**config.mk**
```make
export PLATFORM = sky130hd
export DESIGN_NAME = round_robin_tick_scheduler_unit_flat
export DESIGN_NICKNAME = d
export VERILOG_FILES = /design/src/rrts_pkg.sv /design/src/rrts_in_if.sv /design/src/rrts_out_if.sv /design/src/round_robin_tick_scheduler_unit.sv /design/src/rrts_slot_alloc.sv /design/src/flat_wrapper.sv
export VERILOG_INCLUDE_DIRS = /design/src /design/src/src
export SDC_FILE = /design/constraint.sdc
export NUM_CORES = 1
export LEC_CHECK = 0
export BUFFER_PORTS_ARGS = -buffer_cell sky130_fd_sc_hd__buf_4
export CORE_MARGIN = 2
export CORE_UTILIZATION = 35
export DETAILED_ROUTE_END_ITERATION = 8
export GPL_TIMING_DRIVEN = 0
export RECOVER_POWER = 25
export SKIP_CTS_REPAIR_TIMING = 1
export SKIP_LAST_GASP = 1
export SYNTH_ARGS = -nofsm -noshare
export SYNTH_HDL_FRONTEND = slang
export SYNTH_HIERARCHICAL = 1
export SYNTH_SLANG_ARGS = --single-unit
```
**constraint.sdc**
```tcl
create_clock -name clk -period 14.1 [get_ports clk]
set_input_delay 2.82 -clock clk [delete_from_list [all_inputs] [get_ports clk]]
set_output_delay 2.82 -clock clk [all_outputs]
set_load 0.1 [all_outputs]
```
**src/round_robin_tick_scheduler_unit_macros.svh**
```systemverilog
// assertion helpers, clocked on clk and held off during rst
`ifndef ROUND_ROBIN_TICK_SCHEDULER_UNIT_MACROS_SVH
`define ROUND_ROBIN_TICK_SCHEDULER_UNIT_MACROS_SVH

// property checked at every edge
`define RRTS_ASSERT(lbl, prop, msg) \
  lbl: assert property (@(posedge clk) disable iff (rst) (prop)) else $error(msg);

// condition on one edge implies a consequence on the next
`define RRTS_ASSERT_NEXT(lbl, ante, cons, msg) \
  lbl: assert property (@(posedge clk) disable iff (rst) (ante) |=> (cons)) else $error(msg);

`endif

```
**src/rrts_pkg.sv**
```systemverilog
package rrts_pkg;

  localparam int MAX_PROCESSES = 16;
  localparam int SLOT_W = $clog2(MAX_PROCESSES);
  localparam int COUNT_W = $clog2(MAX_PROCESSES + 1);

  localparam int ID_W = 8;
  localparam int TIME_W = 16;
  localparam int STATUS_W = 3;
  localparam int OCC_W = 5;

  localparam logic KIND_ADD = 1'b0;
  localparam logic KIND_TICK = 1'b1;

  typedef enum logic [STATUS_W-1:0] {
    ST_ADDED  = 3'd0,
    ST_FULL   = 3'd1,
    ST_ZERO   = 3'd2,
    ST_SERVED = 3'd3,
    ST_DONE   = 3'd4,
    ST_EMPTY  = 3'd5
  } status_t;

  typedef struct packed {
    logic [ID_W-1:0]   id;
    logic [TIME_W-1:0] time_left;
    logic [SLOT_W-1:0] next;
  } entry_t;

  typedef struct packed {
    logic              set;
    logic              clr;
    logic [SLOT_W-1:0] set_slot;
    logic [SLOT_W-1:0] clr_slot;
  } alloc_cmd_t;

endpackage

```
**src/rrts_in_if.sv**
```systemverilog
interface rrts_in_if;
  logic                       valid;
  logic                       ready;
  logic                       kind;
  logic [rrts_pkg::ID_W-1:0]   process_id;
  logic [rrts_pkg::TIME_W-1:0] exec_time;

  modport source (output valid, output kind, output process_id, output exec_time,
                  input ready);
  modport sink (input valid, input kind, input process_id, input exec_time,
                output ready);
endinterface

```
**src/rrts_out_if.sv**
```systemverilog
interface rrts_out_if;
  logic                         valid;
  logic                         ready;
  logic [rrts_pkg::STATUS_W-1:0] status;
  logic [rrts_pkg::ID_W-1:0]     served_id;
  logic [rrts_pkg::TIME_W-1:0]   remaining;
  logic [rrts_pkg::OCC_W-1:0]    occupancy;

  modport source (output valid, output status, output served_id, output remaining,
                  output occupancy, input ready);
  modport sink (input valid, input status, input served_id, input remaining,
                input occupancy, output ready);
endinterface

```
**src/round_robin_tick_scheduler_unit.sv**
```systemverilog
// add: written from idle into an empty ring, else via S_ADD_LINK and S_ADD_TAIL; rejects
//   and empty ticks go straight to the result; tick: a process that stays or the last entry
//   that finishes goes through S_TICK_EX, one finishing in a longer ring then walks the ring
//   from the tail to its predecessor (fewer than MAX_PROCESSES steps), one entry read a cycle
//   through the entry memory; throughput: one item at a time, next item taken once the result is registered
// reset: rst (synchronous) empties the ring; entry memory is not cleared
`include "round_robin_tick_scheduler_unit_macros.svh"

module round_robin_tick_scheduler_unit (
  input logic        clk,
  input logic        rst,
  rrts_in_if.sink    in_ch,
  rrts_out_if.source out_ch
);

  typedef enum logic [2:0] {
    S_IDLE,
    S_ADD_LINK,
    S_ADD_TAIL,
    S_TICK_EX,
    S_SEARCH,
    S_RESULT
  } state_t;

  state_t                               state;
  logic [rrts_pkg::SLOT_W-1:0]          tail;
  logic [rrts_pkg::SLOT_W-1:0]          cur;
  logic [rrts_pkg::COUNT_W-1:0]         count;
  logic [rrts_pkg::ID_W-1:0]            new_id;
  logic [rrts_pkg::TIME_W-1:0]          new_time;
  logic [rrts_pkg::SLOT_W-1:0]          new_slot;
  rrts_pkg::entry_t                     tail_word;
  logic [rrts_pkg::SLOT_W-1:0]          rm_slot;
  logic [rrts_pkg::SLOT_W-1:0]          succ;
  logic [rrts_pkg::SLOT_W-1:0]          prev;
  rrts_pkg::status_t                    res_status;
  logic [rrts_pkg::ID_W-1:0]            res_id;
  logic [rrts_pkg::TIME_W-1:0]          res_rem;

  logic                                 out_valid;
  logic [rrts_pkg::STATUS_W-1:0]        out_status;
  logic [rrts_pkg::ID_W-1:0]            out_id;
  logic [rrts_pkg::TIME_W-1:0]          out_rem;
  logic [rrts_pkg::OCC_W-1:0]           out_occ;

  rrts_pkg::entry_t                     mem [rrts_pkg::MAX_PROCESSES];
  rrts_pkg::entry_t                     rdata;
  rrts_pkg::entry_t                     wdata;
  logic                                 re;
  logic                                 we;
  logic [rrts_pkg::SLOT_W-1:0]          raddr;
  logic [rrts_pkg::SLOT_W-1:0]          waddr;

  rrts_pkg::alloc_cmd_t                 alloc_cmd;
  logic [rrts_pkg::SLOT_W-1:0]          free_slot;
  logic                                 any_free;

  logic                                 ring_full;
  logic                                 add_first;
  logic                                 add_link;
  logic [rrts_pkg::TIME_W-1:0]          dec;

  rrts_slot_alloc u_alloc (
    .clk       (clk),
    .rst       (rst),
    .cmd       (alloc_cmd),
    .free_slot (free_slot),
    .any_free  (any_free)
  );

  assign ring_full = (count >= rrts_pkg::COUNT_W'(rrts_pkg::MAX_PROCESSES)) || !any_free;
  assign add_first = !ring_full && (in_ch.exec_time != '0) && (count == '0);
  assign add_link = !ring_full && (in_ch.exec_time != '0) && (count != '0);
  // saturating decrement of the served entry
  assign dec = (rdata.time_left == '0) ? '0 : rdata.time_left - 1'b1;

  always_ff @(posedge clk) begin
    if (we) mem[waddr] <= wdata;
    if (re) rdata <= mem[raddr];
  end

  always_comb begin
    re = 1'b0;
    raddr = tail;
    we = 1'b0;
    waddr = tail;
    wdata = '0;
    alloc_cmd = '0;
    case (state)
      S_IDLE: begin
        if (in_ch.valid) begin
          if (in_ch.kind == rrts_pkg::KIND_ADD) begin
            if (add_first) begin
              // a lone entry points at itself
              we = 1'b1;
              waddr = free_slot;
              wdata = '{id: in_ch.process_id, time_left: in_ch.exec_time, next: free_slot};
              alloc_cmd.set = 1'b1;
              alloc_cmd.set_slot = free_slot;
            end else if (add_link) begin
              re = 1'b1;
              raddr = tail;
            end
          end else if (count != '0) begin
            re = 1'b1;
            raddr = cur;
          end
        end
      end
      S_ADD_LINK: begin
        we = 1'b1;
        waddr = new_slot;
        wdata = '{id: new_id, time_left: new_time, next: rdata.next};
      end
      S_ADD_TAIL: begin
        we = 1'b1;
        waddr = tail;
        wdata = '{id: tail_word.id, time_left: tail_word.time_left, next: new_slot};
        alloc_cmd.set = 1'b1;
        alloc_cmd.set_slot = new_slot;
      end
      S_TICK_EX: begin
        we = 1'b1;
        waddr = cur;
        wdata = '{id: rdata.id, time_left: dec, next: rdata.next};
        if (dec == '0) begin
          alloc_cmd.clr = 1'b1;
          alloc_cmd.clr_slot = cur;
          if (count > rrts_pkg::COUNT_W'(1)) begin
            re = 1'b1;
            raddr = tail;
          end
        end
      end
      S_SEARCH: begin
        if (rdata.next == rm_slot) begin
          // bypass the finished entry
          we = 1'b1;
          waddr = prev;
          wdata = '{id: rdata.id, time_left: rdata.time_left, next: succ};
        end else begin
          re = 1'b1;
          raddr = rdata.next;
        end
      end
      default: begin
      end
    endcase
  end

  always_ff @(posedge clk) begin
    if (rst) begin
      state <= S_IDLE;
      tail <= '0;
      cur <= '0;
      count <= '0;
      out_valid <= 1'b0;
    end else begin
      if (out_ch.ready && state != S_RESULT) out_valid <= 1'b0;
      case (state)
        S_IDLE: begin
          if (in_ch.valid) begin
            new_id <= in_ch.process_id;
            new_time <= in_ch.exec_time;
            new_slot <= free_slot;
            res_id <= '0;
            res_rem <= '0;
            if (in_ch.kind == rrts_pkg::KIND_ADD) begin
              if (ring_full) begin
                res_status <= rrts_pkg::ST_FULL;
                state <= S_RESULT;
              end else if (in_ch.exec_time == '0) begin
                res_status <= rrts_pkg::ST_ZERO;
                state <= S_RESULT;
              end else if (count == '0) begin
                tail <= free_slot;
                cur <= free_slot;
                count <= count + 1'b1;
                res_status <= rrts_pkg::ST_ADDED;
                state <= S_RESULT;
              end else begin
                state <= S_ADD_LINK;
              end
            end else if (count == '0) begin
              res_status <= rrts_pkg::ST_EMPTY;
              state <= S_RESULT;
            end else begin
              state <= S_TICK_EX;
            end
          end
        end
        S_ADD_LINK: begin
          tail_word <= rdata;
          state <= S_ADD_TAIL;
        end
        S_ADD_TAIL: begin
          tail <= new_slot;
          count <= count + 1'b1;
          res_status <= rrts_pkg::ST_ADDED;
          state <= S_RESULT;
        end
        S_TICK_EX: begin
          res_id <= rdata.id;
          cur <= rdata.next;
          if (dec != '0) begin
            res_status <= rrts_pkg::ST_SERVED;
            res_rem <= dec;
            state <= S_RESULT;
          end else begin
            res_status <= rrts_pkg::ST_DONE;
            res_rem <= '0;
            if (count <= rrts_pkg::COUNT_W'(1)) begin
              count <= '0;
              state <= S_RESULT;
            end else begin
              rm_slot <= cur;
              succ <= rdata.next;
              prev <= tail;
              state <= S_SEARCH;
            end
          end
        end
        S_SEARCH: begin
          if (rdata.next == rm_slot) begin
            if (rm_slot == tail) tail <= prev;
            count <= count - 1'b1;
            state <= S_RESULT;
          end else begin
            prev <= rdata.next;
          end
        end
        S_RESULT: begin
          if (!out_valid || out_ch.ready) begin
            out_valid <= 1'b1;
            out_status <= res_status;
            out_id <= res_id;
            out_rem <= res_rem;
            out_occ <= rrts_pkg::OCC_W'(count);
            state <= S_IDLE;
          end
        end
        default: begin
          state <= S_IDLE;
        end
      endcase
    end
  end

  assign in_ch.ready = (state == S_IDLE);
  assign out_ch.valid = out_valid;
  assign out_ch.status = out_status;
  assign out_ch.served_id = out_id;
  assign out_ch.remaining = out_rem;
  assign out_ch.occupancy = out_occ;

  `RRTS_ASSERT(a_count_bound, count <= rrts_pkg::COUNT_W'(rrts_pkg::MAX_PROCESSES), "ring count over capacity")
  `RRTS_ASSERT_NEXT(a_accept_leaves_idle, in_ch.valid && in_ch.ready, state != S_IDLE, "item taken but block stayed idle")
  `RRTS_ASSERT(a_result_from_fsm, !$rose(out_valid) || $past(state) == S_RESULT, "result appeared without completion")
  `RRTS_ASSERT(a_single_entry_ring, !(state == S_IDLE && count == rrts_pkg::COUNT_W'(1)) || tail == cur, "lone entry is not both tail and current")

endmodule

```
**src/rrts_slot_alloc.sv**
```systemverilog
`include "round_robin_tick_scheduler_unit_macros.svh"

module rrts_slot_alloc (
  input  logic                          clk,
  input  logic                          rst,
  input  rrts_pkg::alloc_cmd_t          cmd,
  output logic [rrts_pkg::SLOT_W-1:0]   free_slot,
  output logic                          any_free
);

  logic [rrts_pkg::MAX_PROCESSES-1:0] used;

  always_ff @(posedge clk) begin
    if (rst) begin
      used <= '0;
    end else begin
      if (cmd.set) used[cmd.set_slot] <= 1'b1;
      if (cmd.clr) used[cmd.clr_slot] <= 1'b0;
    end
  end

  // lowest-numbered free slot wins
  always_comb begin
    free_slot = '0;
    any_free = 1'b0;
    for (int i = rrts_pkg::MAX_PROCESSES - 1; i >= 0; i--) begin
      if (!used[i]) begin
        free_slot = rrts_pkg::SLOT_W'(i);
        any_free = 1'b1;
      end
    end
  end

  `RRTS_ASSERT(a_no_set_and_clr, !(cmd.set && cmd.clr), "slot set and cleared together")
  `RRTS_ASSERT(a_set_free_slot, !cmd.set || !used[cmd.set_slot], "allocating a used slot")
  `RRTS_ASSERT(a_clr_used_slot, !cmd.clr || used[cmd.clr_slot], "releasing a free slot")

endmodule

```
**src/flat_wrapper.sv**
```systemverilog
// flat-port wrapper written by rule: the top's interface ports become plain ports
module round_robin_tick_scheduler_unit_flat 
  (clk, rst, in_ch_valid, in_ch_kind, in_ch_process_id, in_ch_exec_time, in_ch_ready, out_ch_valid, out_ch_status, out_ch_served_id, out_ch_remaining, out_ch_occupancy, out_ch_ready);
  rrts_in_if in_ch_i ();
  rrts_out_if out_ch_i ();
  input logic clk;
  input logic rst;
  input wire logic [$bits(in_ch_i.valid)-1:0] in_ch_valid;
  input wire logic [$bits(in_ch_i.kind)-1:0] in_ch_kind;
  input wire logic [$bits(in_ch_i.process_id)-1:0] in_ch_process_id;
  input wire logic [$bits(in_ch_i.exec_time)-1:0] in_ch_exec_time;
  output wire logic [$bits(in_ch_i.ready)-1:0] in_ch_ready;
  output wire logic [$bits(out_ch_i.valid)-1:0] out_ch_valid;
  output wire logic [$bits(out_ch_i.status)-1:0] out_ch_status;
  output wire logic [$bits(out_ch_i.served_id)-1:0] out_ch_served_id;
  output wire logic [$bits(out_ch_i.remaining)-1:0] out_ch_remaining;
  output wire logic [$bits(out_ch_i.occupancy)-1:0] out_ch_occupancy;
  input wire logic [$bits(out_ch_i.ready)-1:0] out_ch_ready;
  assign in_ch_i.valid = in_ch_valid;
  assign in_ch_i.kind = in_ch_kind;
  assign in_ch_i.process_id = in_ch_process_id;
  assign in_ch_i.exec_time = in_ch_exec_time;
  assign in_ch_ready = in_ch_i.ready;
  assign out_ch_valid = out_ch_i.valid;
  assign out_ch_status = out_ch_i.status;
  assign out_ch_served_id = out_ch_i.served_id;
  assign out_ch_remaining = out_ch_i.remaining;
  assign out_ch_occupancy = out_ch_i.occupancy;
  assign out_ch_i.ready = out_ch_ready;
  round_robin_tick_scheduler_unit u_core (.clk(clk), .rst(rst), .in_ch(in_ch_i), .out_ch(out_ch_i));
endmodule
```
==> results.cfg, run 1 <==
[routing]
post_drt_wl_per_cell_um = 25.93
routed_wl_um = 77680
drc_errors = 0
postRouteAntennaNets = 0
vias = 17198
drt_first_pass_iters = 7
vias_per_cell = 5.740
drt_iter0_markers = 1886

[power]
leakagePower_nw = 10.16
ir_worst_vdd_uv = 110.4
p_per_area_nw_per_um2 = 236.0

[sta]
setup_viol_count_final = 0
tightest_slew_ps = 2505
finalClockSkew_ps = 18.77
fmax_ghz = 0.1536
fin_crit_sh_pct = 46.16
period_needed_ps = 6509
finalHoldViolCount = 0
slew_headroom_pct = -67.07
slew_violations = 71
rsz0062_at_grt = false
fin_setup_tns_ps = 0
layout_setup_ws_ps = 7591
hold_slack_ps = 419.4

[place]
portBuffers = 61
gp_congestion = 0.8834
pre_cts_ws_ps = 6932
dp_hpwl_um = 53050

[logic_synthesis]
synth_area_per_cell_sq_um = 14.88
syn-num-nets = 1829
postSynthCellCount = 1795
synthTopCellsByArea = edfxtp_1 67%, mux2_2 4.8%, dfxtp_1 2.5%
netlist_area_sq_um = 26710
ys_ff_latch = 632
synthArstFlopShare_pct = 0
synth-edff-count = 599
synth_cell_types = 92
synth_top_area_share_pct = 67.33
synthFlopType = edfxtp_1
ys_warn_count = 6
yosysSeqAreaShare_pct = 69.81
synth_top_area_cell = edfxtp_1

[worst_hold_path]
hp-class = flop to flop
holdCritStartpoint = u_core/res_rem[0]
whs_endpoint = u_core/out_ch.remaining[0]
hold_path_depth = 0

[clock_tree]
clk_path_buf_depth = 3
cts.sinks = 632
clk_latency_ps = 630
clk_pin_slew_ps = 60
cts_root_buffer = clkbuf_16
cts_buffers = 70
cts_tree = built
htree_levels = 3

[global_routing]
grt_pass1_vias = 17196
grt_pass1_wl_um = 114500
grt-ovfl-total = 0
grt_max_degree = 29
grt_usage_pct = 19.73
antenna_found_initial = 1

[run_status]
violations = max-capacitance violations, max-slew violations
outcome = complete, but fails checks

[floorplan]
die-area_sq_um = 78550
die_w_um = 280.3
start_util_pct = 35.29
ios = 63
fp.dieH_um = 280.3
rows = 101
coreArea_sq_um = 75700

[worst_setup_path]
r2r_end = u_core/mem[14][15]
worstReg2RegStart = u_core/state[0]
path_buf_inv = 4
crit_family = simple AND/OR/NAND/NOR gates
cp_max_fo = 10
slowest_stage = nor4b_2
max_stage_delay_ps = 810
required_ps = 14420
crit_type = primary input to flop
worstSetupStartpointType = primary input
reg2reg_slack_ps = 9100
arrival_ps = 6830
crit_path_end_kind = flop
reg2reg_depth = 8
cp_cell_sequence = clkbuf_1 -> nor4_1 -> nand4_1 -> clkbuf_1 -> a21bo_1 -> a41oi_1 -> o211ai_1 -> nor4b_2 -> buf_4 -> buf_4

[final_layout]
syn_to_final_growth_pct = 16.04
drive_above_1_share_pct = 17.11
fin_nets = 1995

[run]
drv_cap = 5
[logic make-up after synthesis]
logic type	count (synthesis)	share of synthesized area, %
buf+inv	194	3.129
simple gates	372	7.803
mux	151	6.206
flops	632	69.81
xor+xnor	18	0.5902
fa+ha+maj	5	0.2342
compound gates	423	12.23
[how the worst max path moves through the flow]
stage                         endpoint  slack, ps                from  cells past startpoint
finish               u_core/mem[9][16]       7590  in_ch_exec_time[0]                     10
global placement    u_core/mem[10][13]       2890  in_ch_exec_time[0]                      8
global route         u_core/mem[1][12]       7490          in_ch_kind                      9
detailed placement   u_core/mem[9][10]       6930  in_ch_exec_time[0]                     10
CTS                  u_core/mem[9][11]       7560  in_ch_exec_time[0]                     10
floorplan            u_core/mem[10][0]       6190          in_ch_kind                      8
[final cells by class]
class / count / area [sq um]
fillers: 6841 / 44700
plain buffers: 120 / 545.5
diodes: 2 / 5.005
repair buffers: 94 / 668.1
inverters: 74 / 277.8
multi-input cells: 969 / 7321
well taps: 978 / 1224
clock inverters: 36 / 382.9
flip-flops and latches: 632 / 18650
clock buffers: 91 / 1926
[cells in the mapped netlist, drive strengths merged (5+ instances only)]
cell type  number
dfxtp          33
o211ai         75
clkbuf         66
inv            74
a222oi         24
a32o           28
and2           19
a21o            5
nor3           18
o21ai          12
xnor2          12
mux2          114
a22oi           5
nand2         133
nor3b           6
and3            9
nor4           41
o2111ai        59
xor2            6
o22ai          65
ha              5
nor2b          10
a311oi         11
a211oi         16
nand3b          7
buf            54
a31oi          17
nand4          19
mux2i          37
edfxtp        599
a21oi          59
nor4b           6
nor2           61
nand3          16
[registers in the layout (all words and copies together) (netlist names), 5 cells and up]
signal,count
u_core/out_ch.occupancy,5
u_core/res_id,8
u_core/res_rem,16
u_core/new_id,8
u_core/out_ch.served_id,8
u_core/out_ch.remaining,16
u_core/mem,448
u_core/u_alloc/used,16
u_core/count,5
u_core/rdata,28
u_core/new_time,16
u_core/tail_word,24
[through the flow]
| stage | total power, W | instance area [sq um] | util [%] | std cells |
|---|---|---|---|---|
| after floorplan | 0.004452 | 26710 | - | 1795 |
| after global placement | 0.005371 | 28390 | 37.51 | 2834 |
| after detailed placement | 0.005504 | 29000 | 38.31 | 2864 |
| after CTS | 0.007336 | 31310 | 41.36 | 2991 |
| after global routing | 0.007610 | 30990 | 40.94 | 2994 |
| final | 0.007315 | 31000 | 40.95 | 2996 |
[report_power, final]
group / switching [W] / leakage (nW) / internal (W)
registers: 0.000155 / 5.80 / 0.00268
logic: 0.00183 / 3.23 / 0.000818
clock network: 0.000748 / 1.13 / 0.00108
total: 0.00273 / 10.2 / 0.00458
[per-layer routing]
| layer | routed length (um) | global-route usage, % |
|---|---|---|
| met1 | 33550 | 26.92 |
| met2 | 36240 | 31.74 |
| met3 | 5397 | 3.589 |
| met4 | 2489 | 6.664 |
| met5 | 0 | 0 |
[placed cells by master (no fill, tap or decap), types with 8 or more instances in the layout]
cell type and n:
a211oi_1 15, a21oi_1 58, a222oi_1 24, a311oi_1 11, a31oi_1 17, a32o_1 28
and2_1 10, and3_1 9, buf_2 37, buf_4 16, clkbuf_1 151, clkbuf_16 74
clkinv_1 14, clkinv_2 10, dfxtp_1 33, edfxtp_1 599, inv_1 74, mux2_2 113
mux2i_1 37, nand2_1 133, nand3_1 16, nand4_1 16, nor2_1 53, nor2_4 8
nor3_1 16, nor4_1 19, nor4_2 21, o2111ai_1 59, o211ai_1 73, o21ai_0 11
o22ai_1 65, xnor2_1 12
Power figures use the tool's default switching activity.
==> run 2, diff against run 1 <==
- clock period: 14.1 -> 5.2 ns (I/O delays scaled with it)
==> run 2 against run 1 <==
Effect of this change: the run still ends with max-capacitance violations, max-slew violations left; die area unchanged; global-route usage shrank 0.34 points; setup slack worse by 7200 ps; core utilization decreased by 0.26 points; largest cell class unchanged; largest power group unchanged.
==> results.cfg, run 2 (synthesis gave the netlist of run 1 again) <==
[global_routing]
grt_usage_pct = 19.39
grt_pass1_wl_um = 112300
grt-ovfl-total = 0
grt_max_degree = 29
antenna_found_initial = 0
grt_pass1_vias = 16877

[place]
dp_hpwl_um = 52230
placed_area_sq_um = 29020
gp_congestion = 0.8947
portBuffers = 61

[worst_hold_path]
hp-class = flop to flop

[final_layout]
mostFrequentLayoutCell = edfxtp_1
top_regs = u_core/mem x448, u_core/rdata x28, u_core/tail_word x24
post-route-cell-area_sq_um = 30800
largest_reg_flops = 448
drive_above_1_share_pct = 16.78
top_register = u_core/mem
syn_to_final_growth_pct = 15.29
nFillCells = 6832
fin_nets = 1990
layout_common_cells = 599 x edfxtp_1, 153 x clkbuf_1, 133 x nand2_1, 113 x mux2_2
antenna-diode-count = 0

[clock_tree]
cts_buffers = 68
clk_latency_ps = 610
cts_tree = built
clk_path_buf_depth = 3
cts_root_buffer = clkbuf_16
cts.sinks = 632
clk_pin_slew_ps = 60
htree_levels = 3

[sta]
slew_headroom_pct = -57.30
rsz0062_at_grt = false
fin_crit_sh_pct = 92.75
slew_violations = 72
finalHoldViolCount = 0
finalClockSkew_ps = 38.64
tightest_slew_ps = 2358
period_needed_ps = 4823
fin_setup_tns_ps = 0
fmax_ghz = 0.2073
setup_viol_count_final = 0

[power]
leakagePower_nw = 10.04
p_clk_share_pct = 23.6
internal-power_w = 0.01219
p_seq_share_pct = 39.5
power_switching_w = 0.007269
switching_share_pct = 37.37
p_per_area_nw_per_um2 = 631.7
power.total_w = 0.01945
ir_worst_vdd_uv = 295.0
p_comb_share_pct = 37.0

[routing]
vias = 17115
vias_per_cell = 5.743
post_drt_wl_per_cell_um = 25.79
postRouteAntennaNets = 0
routed_wl_um = 76850
drt_first_pass_iters = 6
drt_iter0_markers = 1878
drc_errors = 0

[run]
drv_cap = 5

[worst_setup_path]
crit_path_end_kind = flop
worstSetupStartpointType = flop
crit_family = simple AND/OR/NAND/NOR gates
cp_max_fo = 15
max_stage_delay_ps = 960
arrival_ps = 5120
crit_type = flop to flop
required_ps = 5500
cp_cell_sequence = buf_2 -> xor2_1 -> nor4_1 -> nand3_1 -> a31oi_1 -> o21ai_0 -> nor2_4 -> buf_16
slowest_stage = nor4_1
path_buf_inv = 2

[floorplan]
start_util_pct = 35.29
die-area_sq_um = 78550
coreArea_sq_um = 75700
rows = 101
fp.dieH_um = 280.3
ios = 63
die_w_um = 280.3

[run_status]
outcome = complete, but fails checks
violations = max-capacitance violations, max-slew violations
-- run 2: path summary, 6_finish.rpt --
kind / from / endpoint / slack (ps) / cells after the start
worst min register to register: u_core/res_status[0] / u_core/out_ch.status[0] / 420 / 0
worst min-delay path: u_core/res_status[0] / u_core/out_ch.status[0] / 420 / 0
worst max-delay path: u_core/rdata[3] / u_core/mem[14][18] / 380 / 8
worst max register to register: u_core/rdata[3] / u_core/mem[14][18] / 380 / 8
-- run 2: final cells by class --
type	instances	area, sq um	area share (%)
flip-flops and latches	632	18650	60.55
multi-input cells	969	7341	23.84
clock buffers	92	1843	5.984
well taps	978	1224	3.973
repair buffers	91	689.4	2.238
plain buffers	120	553.0	1.796
inverters	74	277.8	0.9019
clock inverters	24	222.7	0.7231
-- run 2: power by group through the flow --
stage | Combinational [W] | Sequential, W | Clock [W]
after CTS | 0.00717 | 0.00768 | 0.00469
after floorplan | 0.00433 | 0.00774 | 0
final | 0.00719 | 0.00768 | 0.00458
after global routing | 0.00765 | 0.00776 | 0.00487
after detailed placement | 0.00715 | 0.00778 | 0
after global placement | 0.00671 | 0.00782 | 0
-- run 2: metal layers --
layer	routed length, um	GRT usage, %	up-vias	share of wire, %
li1	-	-	7534	-
met1	32380	26.07	8626	42
met2	36180	31.72	816	47
met3	6049	3.372	139	7.9
met4	2239	6.650	0	2.9
met5	0	0	-	0
-- run 2: through the flow --
step                utilization (%)  setup slack [ps]  cells  hold WS (ps)
global route                  40.69             80.84   2980         417.0
floorplan                         -             84.15   1795         400.3
finish                        40.69             377.0   2980         417.7
detailed placement            38.34            -210.5   2860         404.5
global placement              37.53             -1918   2834         406.6
CTS                           41.07             432.2   2976         412.1
